--- config.mk ---
export PLATFORM = sky130hd
export DESIGN_NAME = console_cursor_engine_flat
export DESIGN_NICKNAME = d
export VERILOG_FILES = /design/src/rtl/cce_pkg.sv /design/src/rtl/cce_if.sv /design/src/rtl/cce_cursor.sv /design/src/rtl/cce_out_stage.sv /design/src/rtl/console_cursor_engine.sv /design/src/flat_wrapper.sv
export SDC_FILE = /design/constraint.sdc
export NUM_CORES = 1
export LEC_CHECK = 0
export BUFFER_PORTS_ARGS = -buffer_cell sky130_fd_sc_hd__buf_4
export CAP_MARGIN = 10
export CORE_MARGIN = 2
export CORE_UTILIZATION = 60
export CTS_CLUSTER_SIZE = 8
export DETAILED_ROUTE_END_ITERATION = 16
export GPL_TIMING_DRIVEN = 0
export PLACE_DENSITY = 0.81
export SYNTH_ARGS = -nofsm -noshare
export SYNTH_HDL_FRONTEND = slang
export SYNTH_SLANG_ARGS = --single-unit
--- constraint.sdc ---
create_clock -name clk -period 15.8 [get_ports clk]
set_input_delay 2.37 -clock clk [delete_from_list [all_inputs] [get_ports clk]]
set_output_delay 2.37 -clock clk [all_outputs]
set_load 0.05 [all_outputs]
--- src/rtl/cce_pkg.sv ---
`timescale 1ns / 1ps
// Shared constants, codes and word types of the console cursor engine.
package cce_pkg;

	localparam int TEXT_COLUMNS = 80;
	localparam int TEXT_ROWS    = 25;
	localparam int GLYPH_WIDTH  = 8;
	localparam int GLYPH_HEIGHT = 16;

	localparam int COL_W      = $clog2(TEXT_COLUMNS);
	localparam int ROW_W      = $clog2(TEXT_ROWS);
	localparam int POS_W      = 12;
	localparam int DIM_W      = 13;
	localparam int DIM_MAX    = 4096;
	localparam int CALC_W     = 14;
	localparam int ADDR_W     = 11;
	localparam int WORD_W     = 16;
	localparam int GLYPH_W    = 7;
	localparam int ATTR_W     = 8;
	localparam int CHAR_W     = 8;
	localparam int MODE_W     = 2;
	localparam int CFG_IDX_W  = 2;
	localparam int CFG_DATA_W = 13;

	typedef enum logic [2:0] {
		ACT_GLYPH   = 3'd0,
		ACT_ERASE   = 3'd1,
		ACT_CELL    = 3'd2,
		ACT_CLEAR   = 3'd3,
		ACT_PRESENT = 3'd4
	} action_t;

	localparam logic [MODE_W-1:0] MODE_PIXEL = 2'd1;
	localparam logic [MODE_W-1:0] MODE_NOFB  = 2'd2;

	localparam logic [CFG_IDX_W-1:0] REG_MODE   = 2'd0;
	localparam logic [CFG_IDX_W-1:0] REG_WIDTH  = 2'd1;
	localparam logic [CFG_IDX_W-1:0] REG_HEIGHT = 2'd2;
	localparam logic [CFG_IDX_W-1:0] REG_ATTR   = 2'd3;

	localparam logic [CHAR_W-1:0] CH_BACKSPACE = 8'd8;
	localparam logic [CHAR_W-1:0] CH_NEWLINE   = 8'd10;
	localparam logic [CHAR_W-1:0] CH_SPACE     = 8'h20;
	localparam logic [CHAR_W-1:0] GLYPH_FIRST  = 8'd32;
	localparam logic [CHAR_W-1:0] GLYPH_LAST   = 8'd127;

	typedef struct packed {
		logic [MODE_W-1:0] mode;
		logic [DIM_W-1:0]  width;
		logic [DIM_W-1:0]  height;
		logic [ATTR_W-1:0] attr;
	} cfg_t;

	typedef struct packed {
		logic              cmd;
		logic [CHAR_W-1:0] char_code;
		logic              end_of_string;
	} item_t;

	typedef struct packed {
		action_t             action;
		logic [POS_W-1:0]    pos_x;
		logic [POS_W-1:0]    pos_y;
		logic [GLYPH_W-1:0]  glyph_index;
		logic [ADDR_W-1:0]   cell_address;
		logic [WORD_W-1:0]   cell_word;
	} result_t;

	// up to two results per input word, count says how many are live
	typedef struct packed {
		logic [1:0] count;
		result_t    r0;
		result_t    r1;
	} pair_t;

endpackage

--- src/rtl/cce_if.sv ---
`timescale 1ns / 1ps
// Valid/ready channel interfaces for console characters and drawing commands.
interface cce_in_if import cce_pkg::*; ();
	logic              valid;
	logic              ready;
	logic              cmd;
	logic [CHAR_W-1:0] char_code;
	logic              end_of_string;

	modport source (output valid, cmd, char_code, end_of_string, input ready);
	modport sink   (input valid, cmd, char_code, end_of_string, output ready);
endinterface

interface cce_out_if import cce_pkg::*; ();
	logic               valid;
	logic               ready;
	action_t            action;
	logic [POS_W-1:0]   pos_x;
	logic [POS_W-1:0]   pos_y;
	logic [GLYPH_W-1:0] glyph_index;
	logic [ADDR_W-1:0]  cell_address;
	logic [WORD_W-1:0]  cell_word;
	logic               last;

	modport source (output valid, action, pos_x, pos_y, glyph_index, cell_address, cell_word,
		last, input ready);
	modport sink   (input valid, action, pos_x, pos_y, glyph_index, cell_address, cell_word,
		last, output ready);
endinterface

--- src/rtl/cce_cursor.sv ---
`timescale 1ns / 1ps
// Cursor state and the single-pass logic that turns one word into its results.
module cce_cursor import cce_pkg::*; (
	input  logic  clk,
	input  logic  arst_n,
	input  logic  step,
	input  item_t item,
	input  cfg_t  cfg,
	output pair_t pair
);

	localparam logic signed [CALC_W-1:0] GW_S = CALC_W'(GLYPH_WIDTH);
	localparam logic signed [CALC_W-1:0] GH_S = CALC_W'(GLYPH_HEIGHT);
	localparam int AW = ROW_W + COL_W;

	logic [COL_W-1:0] col_q;
	logic [ROW_W-1:0] row_q;
	logic [POS_W-1:0] px_q;
	logic [POS_W-1:0] py_q;

	// text grid
	logic [COL_W:0]   col_inc;
	logic [ROW_W:0]   row_inc;
	logic [COL_W:0]   t_col;
	logic [ROW_W:0]   t_row;
	logic [AW-1:0]    addr_full;
	result_t          t_res;

	// pixel console
	logic [DIM_W-1:0]         w_clip;
	logic [DIM_W-1:0]         h_clip;
	logic signed [CALC_W-1:0] w_lim;
	logic signed [CALC_W-1:0] h_lim;
	logic signed [CALC_W-1:0] x0, y0, x1, y1, x2, y2;
	logic                     p_emit;
	result_t                  p_res;
	result_t                  present_res;
	result_t                  clear_res;

	logic is_pixel;
	logic is_nofb;

	function automatic logic w_clip_over(input logic [DIM_W-1:0] d);
		return d > DIM_W'(DIM_MAX);
	endfunction

	assign is_pixel = (cfg.mode == MODE_PIXEL);
	assign is_nofb  = (cfg.mode == MODE_NOFB);

	assign col_inc = {1'b0, col_q} + 1'b1;
	assign row_inc = {1'b0, row_q} + 1'b1;
	assign addr_full = AW'(row_q) * AW'(TEXT_COLUMNS) + AW'(col_q);

	always_comb begin
		t_col = col_inc;
		t_row = {1'b0, row_q};
		if (item.char_code == CH_NEWLINE) begin
			t_col = '0;
			t_row = row_inc;
		end
		if (t_col >= (COL_W+1)'(TEXT_COLUMNS)) begin
			t_col = '0;
			t_row = row_inc;
		end
		if (t_row >= (ROW_W+1)'(TEXT_ROWS))
			t_row = '0;
	end

	always_comb begin
		t_res              = '0;
		t_res.action       = ACT_CELL;
		t_res.cell_address = ADDR_W'(addr_full);
		t_res.cell_word    = {cfg.attr, item.char_code};
	end

	assign w_clip = (w_clip_over(cfg.width))  ? DIM_W'(DIM_MAX) : cfg.width;
	assign h_clip = (w_clip_over(cfg.height)) ? DIM_W'(DIM_MAX) : cfg.height;
	assign w_lim  = $signed({1'b0, w_clip}) - GW_S;
	assign h_lim  = $signed({1'b0, h_clip}) - GH_S;

	always_comb begin
		x0     = $signed({2'b00, px_q});
		y0     = $signed({2'b00, py_q});
		x1     = x0;
		y1     = y0;
		p_emit = 1'b0;
		p_res  = '0;
		if (item.char_code == CH_NEWLINE) begin
			x1 = '0;
			y1 = y0 + GH_S;
		end else if (item.char_code == CH_BACKSPACE) begin
			if (x0 >= GW_S) begin
				x1           = x0 - GW_S;
				p_emit       = 1'b1;
				p_res.action = ACT_ERASE;
				p_res.pos_x  = POS_W'(x1);
				p_res.pos_y  = POS_W'(y0);
			end
		end else if (item.char_code >= GLYPH_FIRST && item.char_code <= GLYPH_LAST) begin
			p_emit            = 1'b1;
			p_res.action      = ACT_GLYPH;
			p_res.pos_x       = POS_W'(x0);
			p_res.pos_y       = POS_W'(y0);
			p_res.glyph_index = GLYPH_W'(item.char_code - GLYPH_FIRST);
			x1                = x0 + GW_S;
		end
		// wrap to the next line, then back to the top
		x2 = x1;
		y2 = y1;
		if (x1 >= w_lim) begin
			x2 = '0;
			y2 = y1 + GH_S;
		end
		if (y2 >= h_lim)
			y2 = '0;
	end

	always_comb begin
		present_res        = '0;
		present_res.action = ACT_PRESENT;
		clear_res          = '0;
		clear_res.action   = ACT_CLEAR;
		if (!is_pixel)
			clear_res.cell_word = {cfg.attr, CH_SPACE};
	end

	always_comb begin
		pair    = '0;
		pair.r1 = present_res;
		if (item.cmd) begin
			pair.r0    = clear_res;
			pair.count = is_pixel ? 2'd2 : 2'd1;
		end else if (is_pixel) begin
			if (p_emit) begin
				pair.r0    = p_res;
				pair.count = item.end_of_string ? 2'd2 : 2'd1;
			end else begin
				pair.r0    = present_res;
				pair.count = item.end_of_string ? 2'd1 : 2'd0;
			end
		end else if (!is_nofb) begin
			pair.r0    = t_res;
			pair.count = (item.char_code == CH_NEWLINE) ? 2'd0 : 2'd1;
		end
	end

	always_ff @(posedge clk or negedge arst_n) begin
		if (!arst_n) begin
			col_q <= '0;
			row_q <= '0;
			px_q  <= '0;
			py_q  <= '0;
		end else if (step) begin
			if (item.cmd) begin
				if (is_pixel) begin
					px_q <= '0;
					py_q <= '0;
				end else begin
					col_q <= '0;
					row_q <= '0;
				end
			end else if (is_pixel) begin
				px_q <= POS_W'(x2);
				py_q <= POS_W'(y2);
			end else if (!is_nofb) begin
				col_q <= COL_W'(t_col);
				row_q <= ROW_W'(t_row);
			end
		end
	end

	assert property (@(posedge clk) disable iff (!arst_n)
		col_q < COL_W'(TEXT_COLUMNS) && row_q < ROW_W'(TEXT_ROWS))
		else $error("text cursor off the grid");

	assert property (@(posedge clk) disable iff (!arst_n)
		step && item.cmd |=> (px_q == '0 && py_q == '0) || (col_q == '0 && row_q == '0))
		else $error("clear did not home a cursor");

	assert property (@(posedge clk) disable iff (!arst_n)
		step && is_nofb && !item.cmd |=> $stable(px_q) && $stable(py_q)
			&& $stable(col_q) && $stable(row_q))
		else $error("cursor moved without a framebuffer");

endmodule

--- src/rtl/cce_out_stage.sv ---
`timescale 1ns / 1ps
// Result register: holds one or two results and hands them out a word at a time.
module cce_out_stage import cce_pkg::*; (
	input  logic         clk,
	input  logic         arst_n,
	input  logic         load,
	input  pair_t        pair,
	output logic         free,
	cce_out_if.source    out
);

	logic    valid_q;
	logic    idx_q;
	pair_t   pair_q;
	result_t cur;
	logic    last_now;

	assign cur      = idx_q ? pair_q.r1 : pair_q.r0;
	assign last_now = idx_q || (pair_q.count == 2'd1);
	assign free     = !valid_q || (out.ready && last_now);

	assign out.valid        = valid_q;
	assign out.action       = cur.action;
	assign out.pos_x        = cur.pos_x;
	assign out.pos_y        = cur.pos_y;
	assign out.glyph_index  = cur.glyph_index;
	assign out.cell_address = cur.cell_address;
	assign out.cell_word    = cur.cell_word;
	assign out.last         = last_now;

	always_ff @(posedge clk or negedge arst_n) begin
		if (!arst_n) begin
			valid_q <= 1'b0;
			idx_q   <= 1'b0;
		end else if (load) begin
			valid_q <= 1'b1;
			idx_q   <= 1'b0;
		end else if (valid_q && out.ready) begin
			if (last_now)
				valid_q <= 1'b0;
			else
				idx_q <= 1'b1;
		end
	end

	always_ff @(posedge clk) begin
		if (load)
			pair_q <= pair;
	end

	assert property (@(posedge clk) disable iff (!arst_n)
		load |-> free && pair.count != 2'd0)
		else $error("result register overwritten or loaded empty");

	assert property (@(posedge clk) disable iff (!arst_n)
		valid_q |-> pair_q.count != 2'd0 && (!idx_q || pair_q.count == 2'd2))
		else $error("result slot beyond count");

	assert property (@(posedge clk) disable iff (!arst_n)
		valid_q && out.ready && !last_now && !load |=> valid_q && idx_q)
		else $error("second result of a pair dropped");

endmodule

--- src/rtl/console_cursor_engine.sv ---
`timescale 1ns / 1ps
// Top level: input register, configuration registers, cursor logic, result register.
// A word passes the input register, and its results are offered by the result register.
// One word per cycle while the result register is free; a pair holds it until both are taken.
// Words with no result (text newline, characters without a framebuffer) skip the result register.
// Reset: cursors go home, registers take their defaults (text mode, 1024 x 768, attribute 7).
module console_cursor_engine import cce_pkg::*; (
	input  logic                  clk,
	input  logic                  arst_n,
	input  logic                  cfg_we,
	input  logic [CFG_IDX_W-1:0]  cfg_index,
	input  logic [CFG_DATA_W-1:0] cfg_data,
	cce_in_if.sink                chars,
	cce_out_if.source             draws
);

	cfg_t  cfg_q;
	logic  valid_s1;
	item_t item_s1;
	pair_t pair;
	logic  free;
	logic  adv;
	logic  load;

	always_ff @(posedge clk or negedge arst_n) begin
		if (!arst_n) begin
			cfg_q.mode   <= '0;
			cfg_q.width  <= DIM_W'(1024);
			cfg_q.height <= DIM_W'(768);
			cfg_q.attr   <= ATTR_W'(7);
		end else if (cfg_we) begin
			case (cfg_index)
				REG_MODE:   cfg_q.mode   <= cfg_data[MODE_W-1:0];
				REG_WIDTH:  cfg_q.width  <= cfg_data[DIM_W-1:0];
				REG_HEIGHT: cfg_q.height <= cfg_data[DIM_W-1:0];
				REG_ATTR:   cfg_q.attr   <= cfg_data[ATTR_W-1:0];
				default:    cfg_q        <= cfg_q;
			endcase
		end
	end

	// a word leaves the input register once its results fit in the result register
	assign adv         = valid_s1 && (pair.count == 2'd0 || free);
	assign load        = adv && pair.count != 2'd0;
	assign chars.ready = !valid_s1 || adv;

	always_ff @(posedge clk or negedge arst_n) begin
		if (!arst_n)
			valid_s1 <= 1'b0;
		else if (chars.ready)
			valid_s1 <= chars.valid;
	end

	always_ff @(posedge clk) begin
		if (chars.valid && chars.ready) begin
			item_s1.cmd           <= chars.cmd;
			item_s1.char_code     <= chars.char_code;
			item_s1.end_of_string <= chars.end_of_string;
		end
	end

	cce_cursor u_cursor (
		.clk    (clk),
		.arst_n (arst_n),
		.step   (adv),
		.item   (item_s1),
		.cfg    (cfg_q),
		.pair   (pair)
	);

	cce_out_stage u_out (
		.clk    (clk),
		.arst_n (arst_n),
		.load   (load),
		.pair   (pair),
		.free   (free),
		.out    (draws)
	);

	assert property (@(posedge clk) disable iff (!arst_n)
		valid_s1 && !adv |=> valid_s1 && $stable(item_s1))
		else $error("held input word lost");

	assert property (@(posedge clk) disable iff (!arst_n)
		adv && pair.count == 2'd0 |-> !load)
		else $error("empty word loaded");

	assert property (@(posedge clk) disable iff (!arst_n)
		valid_s1 && !free && pair.count != 2'd0 |-> !chars.ready)
		else $error("input taken over a blocked word");

endmodule
--- src/flat_wrapper.sv ---
// flat-port wrapper written by rule: the top's interface ports become plain ports
module console_cursor_engine_flat import cce_pkg::*;
  (clk, arst_n, cfg_we, cfg_index, cfg_data, chars_valid, chars_cmd, chars_char_code, chars_end_of_string, chars_ready, draws_valid, draws_action, draws_pos_x, draws_pos_y, draws_glyph_index, draws_cell_address, draws_cell_word, draws_last, draws_ready);
  cce_in_if chars_i ();
  cce_out_if draws_i ();
  input  logic clk;
  input  logic arst_n;
  input  logic cfg_we;
  input  logic [CFG_IDX_W-1:0] cfg_index;
  input  logic [CFG_DATA_W-1:0] cfg_data;
  input wire logic [$bits(chars_i.valid)-1:0] chars_valid;
  input wire logic [$bits(chars_i.cmd)-1:0] chars_cmd;
  input wire logic [$bits(chars_i.char_code)-1:0] chars_char_code;
  input wire logic [$bits(chars_i.end_of_string)-1:0] chars_end_of_string;
  output wire logic [$bits(chars_i.ready)-1:0] chars_ready;
  output wire logic [$bits(draws_i.valid)-1:0] draws_valid;
  output wire logic [$bits(draws_i.action)-1:0] draws_action;
  output wire logic [$bits(draws_i.pos_x)-1:0] draws_pos_x;
  output wire logic [$bits(draws_i.pos_y)-1:0] draws_pos_y;
  output wire logic [$bits(draws_i.glyph_index)-1:0] draws_glyph_index;
  output wire logic [$bits(draws_i.cell_address)-1:0] draws_cell_address;
  output wire logic [$bits(draws_i.cell_word)-1:0] draws_cell_word;
  output wire logic [$bits(draws_i.last)-1:0] draws_last;
  input wire logic [$bits(draws_i.ready)-1:0] draws_ready;
  assign chars_i.valid = chars_valid;
  assign chars_i.cmd = chars_cmd;
  assign chars_i.char_code = chars_char_code;
  assign chars_i.end_of_string = chars_end_of_string;
  assign chars_ready = chars_i.ready;
  assign draws_valid = draws_i.valid;
  assign draws_action = draws_i.action;
  assign draws_pos_x = draws_i.pos_x;
  assign draws_pos_y = draws_i.pos_y;
  assign draws_glyph_index = draws_i.glyph_index;
  assign draws_cell_address = draws_i.cell_address;
  assign draws_cell_word = draws_i.cell_word;
  assign draws_last = draws_i.last;
  assign draws_i.ready = draws_ready;
  console_cursor_engine u_core (.clk(clk), .arst_n(arst_n), .cfg_we(cfg_we), .cfg_index(cfg_index), .cfg_data(cfg_data), .chars(chars_i), .draws(draws_i));
endmodule
Yosys cells after proc, flatten, opt, wreduce, memory -nomap -nowiden
Cells that the tools add are included.
- word-level logic and storage cells: 130
- input bits: 30
- register bits: 148
- output and inout port bits: 64
- reductions and logical operators: 25
- multiplexer cells: 53
- multipliers: 1
- bitwise gates (word level): 1
- $lt $le $gt $ge: 9
- add/sub/neg operators: 10
- equality and inequality tests: 10
- operators with widths (cell ; count):
    two-way mux 63 bit ; 3
    two-way mux 12 bit ; 7
    two-way mux 62 bit ; 1
    two-way mux 61 bit ; 1
    two-way mux 14 bit ; 4
    two-way mux 13 bit ; 4
    two-way mux 7 bit ; 6
    two-way mux 34 bit ; 1
    two-way mux 31 bit ; 1
    >= comparator 14 bit ; 2
    two-way mux 27 bit ; 1
    > comparator 13 bit, second input constant ; 2
    two-way mux 25 bit ; 1
    two-way mux 5 bit ; 5
    == test 8 x 4 -> 1 bit, second input constant ; 2
    two-way mux 16 bit ; 1
    adder 14 x 6 -> 14 bit, second input constant ; 1
    AND reduction 2 bit ; 7
    subtractor 13 x 4 -> 14 bit, second input constant ; 1
    subtractor 13 x 5 -> 14 bit, second input constant ; 1
    adder 12 x 4 -> 13 bit, second input constant ; 1
    adder 12 x 5 -> 13 bit, second input constant ; 1
    subtractor 12 x 4 -> 13 bit, second input constant ; 1
    >= comparator 12 x 4 -> 1 bit, second input constant ; 1
    23 further kinds ; 53

Longest topological paths before layout
- word-level depth: 14
- depth in mapped cells: 30
- gate-level depth less buffers: 27

Cells and area by module
From an unflattened synthesis, not the netlist that was laid out.
- cell total of the unflattened synthesis: 930
- area, all modules: 11552.3 um2
- by module, submodules not included (module ; cells each ; instances ; area each (um2) ; sequential area each (um2)):
    cce_cursor ; 633 ; 1 ; 4858.4 ; 800.8
    cce_out_stage ; 202 ; 1 ; 4849.7 ; 3773.6
    console_cursor_engine ; 95 ; 1 ; 1844.3 ; 1233.7

Least setup slack after synthesis
No wires, ideal clock.
- kind: input to register
- start point: input draws_ready
- end point: register u_core.u_out.pair_q[100] (netlist bit) (enable)
- arrival: 6649 ps
- stages on the path: 2
- path buffers: 0
- path slack: 8597 ps
- path through: a21boi_0 > nor3_1
- longest elaborated chain between the ends: 5
- ends and longest elaborated chain (what ; RTL line ; RTL):
    from (decl) ; flat_wrapper.sv:24 ; input wire logic [$bits(draws_i.ready)-1:0] draws_ready;
    logical AND 1 bit ; cce_out_stage.sv:20 ; assign free = !valid_q || (out.ready && last_now);
    logical OR 1 bit ; cce_out_stage.sv:20 ;
    logical OR 1 bit ; console_cursor_engine.sv:43 ; assign adv = valid_s1 && (pair.count == 2'd0 || free);
    logical AND 1 bit ; console_cursor_engine.sv:43 ;
    logical AND 1 bit ; console_cursor_engine.sv:44 ; assign load = adv && pair.count != 2'd0;
    net u_core.load ; console_cursor_engine.sv:23 ; logic load;
    to (signal assigned) ; cce_out_stage.sv:48 ; pair_q <= pair;
    to (decl) ; cce_out_stage.sv:14 ; pair_t pair_q;
The timed path passes the listed nets, and every way through them passes these cells.
A chain may end at the register's enable or synchronous reset.

Final worst setup path
- start point: register u_core.item_s1[7] (netlist bit)
- end point: register u_core.u_cursor.py_q[8]
- longest elaborated chain between the ends: 12
- ends and longest elaborated chain (what ; RTL line ; RTL):
    from (decl) ; console_cursor_engine.sv:19 ; item_t item_s1;
    parallel branches: the longest is 12 deep, another holds >= comparator 14 bit ; -- ;
    to (signal assigned) ; cce_cursor.sv:164 ; py_q <= POS_W'(y2);
    to (decl) ; cce_cursor.sv:19 ; logic [POS_W-1:0] py_q;
Parallel ways; which one is timed is not known. The select of a mux whose other input is x is not followed.

==> impl_metrics.toml <==
[critical_path]
end_kind = "flop"
crit_fanout = 10
arrival_ns = 7.24
crit_family = "compound AO/OA/AOI/OAI gates"
slowest_delay_ns = 0.80
worst_path_max_delay_cell = "o21bai_1"
crit_type = "reg2reg"
cp.required_ns = 16.12
r2r_slack_ns = 8.87
critPathBufInv = 3
start_kind = "flop"

[floorplanning]
start_util_pct = 60.74
dieArea_um2 = 14900
io-pin-count = 94
die_h_um = 122.1
die_x_um = 122.1
rows = 43
coreArea_um2 = 13770

[cts]
clockBufferDepth = 2
clk_latency_ns = 0.42
ctsResizeCount = 0
cts-root-buf = "clkbuf_16"
htree_num_levels = 4
postCtsSetupBuffers = 0
numCtsBuffers = 17
cts.sinks = 141
cts_tree = "built"
clk_pin_slew_ns = 0.06
cts_hold_buf = 0

[sta]
fin_setup_tns_ns = 0
slew_headroom_pct = 24.05
tightest_slew_ns = 1.133
period_share_pct = 43.85
slew_viol_final = 0
final.min_clock_period_ns = 6.929
fmax_mhz = 144.3
hold_viol = 0
rsz0062_at_grt = "no"
setup_viol = 0
fin_skew_ns = 0.009818

[final_layout]
finalNetCount = 1016
syn_to_final_growth_pct = 18.46
multi_input_area_um2 = 4194
drive_gt1_share_pct = 20.61
diodes = 0
seq_area_um2 = 3886
final_core_utilization_pct = 71.95
num-fill-cells = 1044

[synthesis]
synth_cell_types = 79
synth_top_area_share_pct = 25.13
ys.flop_type = "edfxtp_1"
synth_edf_count = 70
yosysTopAreaCell = "edfxtp_1"
async_reset_ff_share_pct = 50.35
netlist_instances = 821
ys.warnings.count = 0
ys_seq_area_share_pct = 46.46
synth-seq-cells = 141
postSynthAreaPerCell_um2 = 10.19
synth_area_leaders = "edfxtp_1 25%, dfrtp_1 19%, ha_1 6.9%, nor2b_1 5.1%, mux2_2 4.7%"
syn_area_um2 = 8366

[detailed_routing]
ant_nets = 0
dr.pass1.iters = 5
drcViolationCount = 0
vias_per_cell = 5.751
dr_wl_met2_um = 8531
vias = 6504
wl_met3_um = 1129
drtIter0Drc = 456
routed_wl_um = 18270
wl_met1_um = 8163
dr.max_layer_used = "met4"
route.detailed.wl_per_inst_um = 16.15

[global_route]
grt_use_total_pct = 25.90
grt_antenna_before_repair = 0
overflow = 0
grt_pass1_vias = 6001
grt_first_pass_wirelength_um = 29860
grt_max_degree = 72

[job]
maxCapViolations = 0

[pwr]
p_leak_nw = 4.242
irDropWorstVdd_v = 0.00009784
power.density_nw_per_um2 = 155.2

[outcome]
status = "complete, no violations"

[placement]
gp_congestion = 0.9266
dp_hpwl_um = 13450
portBuffers = 93

[hold_path]
hold_class = "reg2reg"
worst register-to-register path: cells and delay by family, from the launching register on:
kind,cells,cell delay (ns)
simple gates,9,1.32
xor+xnor,2,0.26
buf+inv,3,1.01
flops,1,0.45
fa+ha+maj,2,0.54
compound gates,9,3.24
placed cells by master (no fill, tap or decap), types with 33 or more instances in the layout:
| master | instances |
|---|---|
| buf_4 | 98 |
| edfxtp_1 | 70 |
| nor2b_1 | 68 |
| nand2_1 | 66 |
| dfrtp_1 | 65 |
| nor2_1 | 46 |
| and2_1 | 46 |
| ha_1 | 46 |
| a21oi_1 | 35 |
| mux2_2 | 35 |
| o21ai_0 | 33 |
per-layer routing:
metal | vias to the layer above | track usage, %
met4 | 0 | 9.914
li1 | 3188 | -
met5 | - | 0
met3 | 38 | 4.260
met1 | 3013 | 36.49
met2 | 265 | 40.54
per-stage QoR:
stage                     instance area, µm²  hold WS [ns]  std cells  setup WS, ns  total power, W
after detailed placement                9350        0.4932       1099         9.125        0.001166
after global placement                  9293        0.4847       1095         6.690        0.001152
after CTS                               9910        0.5141       1131         9.042        0.001545
after floorplan                         8369        0.4655        822         8.597       0.0009785
after global routing                    9910        0.5253       1131         8.329        0.001616
final                                   9910        0.5076       1131         8.871        0.001538
logic make-up (layout without fill, tap and decap cells):
kind of cell / after synthesis / after routing / synth area share (%)
flops: 141 / 141 / 46.46
other cells: 1 / 2 / 0.04483
simple gates: 346 / 346 / 22.75
buf+inv: 68 / 197 / 3.515
fa+ha+maj: 48 / 48 / 7.359
compound gates: 155 / 155 / 12.32
xor+xnor: 26 / 26 / 2.722
mux: 36 / 36 / 4.831
Yosys cell counts (5+ instances only):
library cell  count
a211oi_1          5
a21o_1           10
a21oi_1          35
a22o_1           10
a31oi_1          11
and2_1           46
buf_4             5
clkbuf_1         27
dfrtp_1          65
dfstp_2           6
edfxtp_1         70
ha_1             46
inv_1            26
mux2_2           35
nand2_1          66
nand2b_1         11
nand3_1          20
nand3b_1          6
nand4_1           6
nor2_1           46
nor2b_1          68
nor3_1           25
nor3b_1           7
nor4_1           13
o21a_1            6
o21ai_0          33
o31ai_1           5
or3_1             8
xnor2_1          16
xor2_1           10
flip-flops by register name (all words and copies together) (netlist names):
| name | count |
|---|---|
| u_core.cfg_q | 36 |
| u_core.valid_s1 | 1 |
| u_core.item_s1 | 10 |
| u_core.u_out.idx_q | 1 |
| u_core.u_out.out.valid | 1 |
| u_core.u_out.pair_q | 60 |
| u_core.u_cursor.row_q | 5 |
| u_core.u_cursor.col_q | 7 |
| u_core.u_cursor.px_q | 12 |
| u_core.u_cursor.py_q | 8 |
area by class of cell:
class                   instances  share of cell area (%)
inverters                      28                   1.061
flip-flops and latches        141                   39.22
multi-input cells             613                   42.32
plain buffers                  40                   1.907
clock buffers                  20                   4.508
well taps                     180                   2.273
clock inverters                12                   1.136
repair buffers                 97                   7.576
path summary, 6_finish.rpt:
kind / from / endpoint / cells past startpoint
min in group asynchronous: arst_n / u_core.u_cursor.row_q[3] / 1
setup / recovery: u_core.item_s1[7] / u_core.u_cursor.py_q[8] / 25
hold reg to reg: u_core.cfg_q[8] / u_core.cfg_q[8] / 1
max in group asynchronous: arst_n / u_core.u_cursor.px_q[9] / 1
hold / removal: u_core.cfg_q[8] / u_core.cfg_q[8] / 1
setup reg to reg: u_core.item_s1[7] / u_core.u_cursor.py_q[8] / 25
power by group:
group	switching (W)	internal (W)	total (W)
sequential	0.0000395	0.000477	0.000517
clock	0.000154	0.000222	0.000376
combinational	0.000440	0.000205	0.000645
Power figures use the tool's default switching activity.
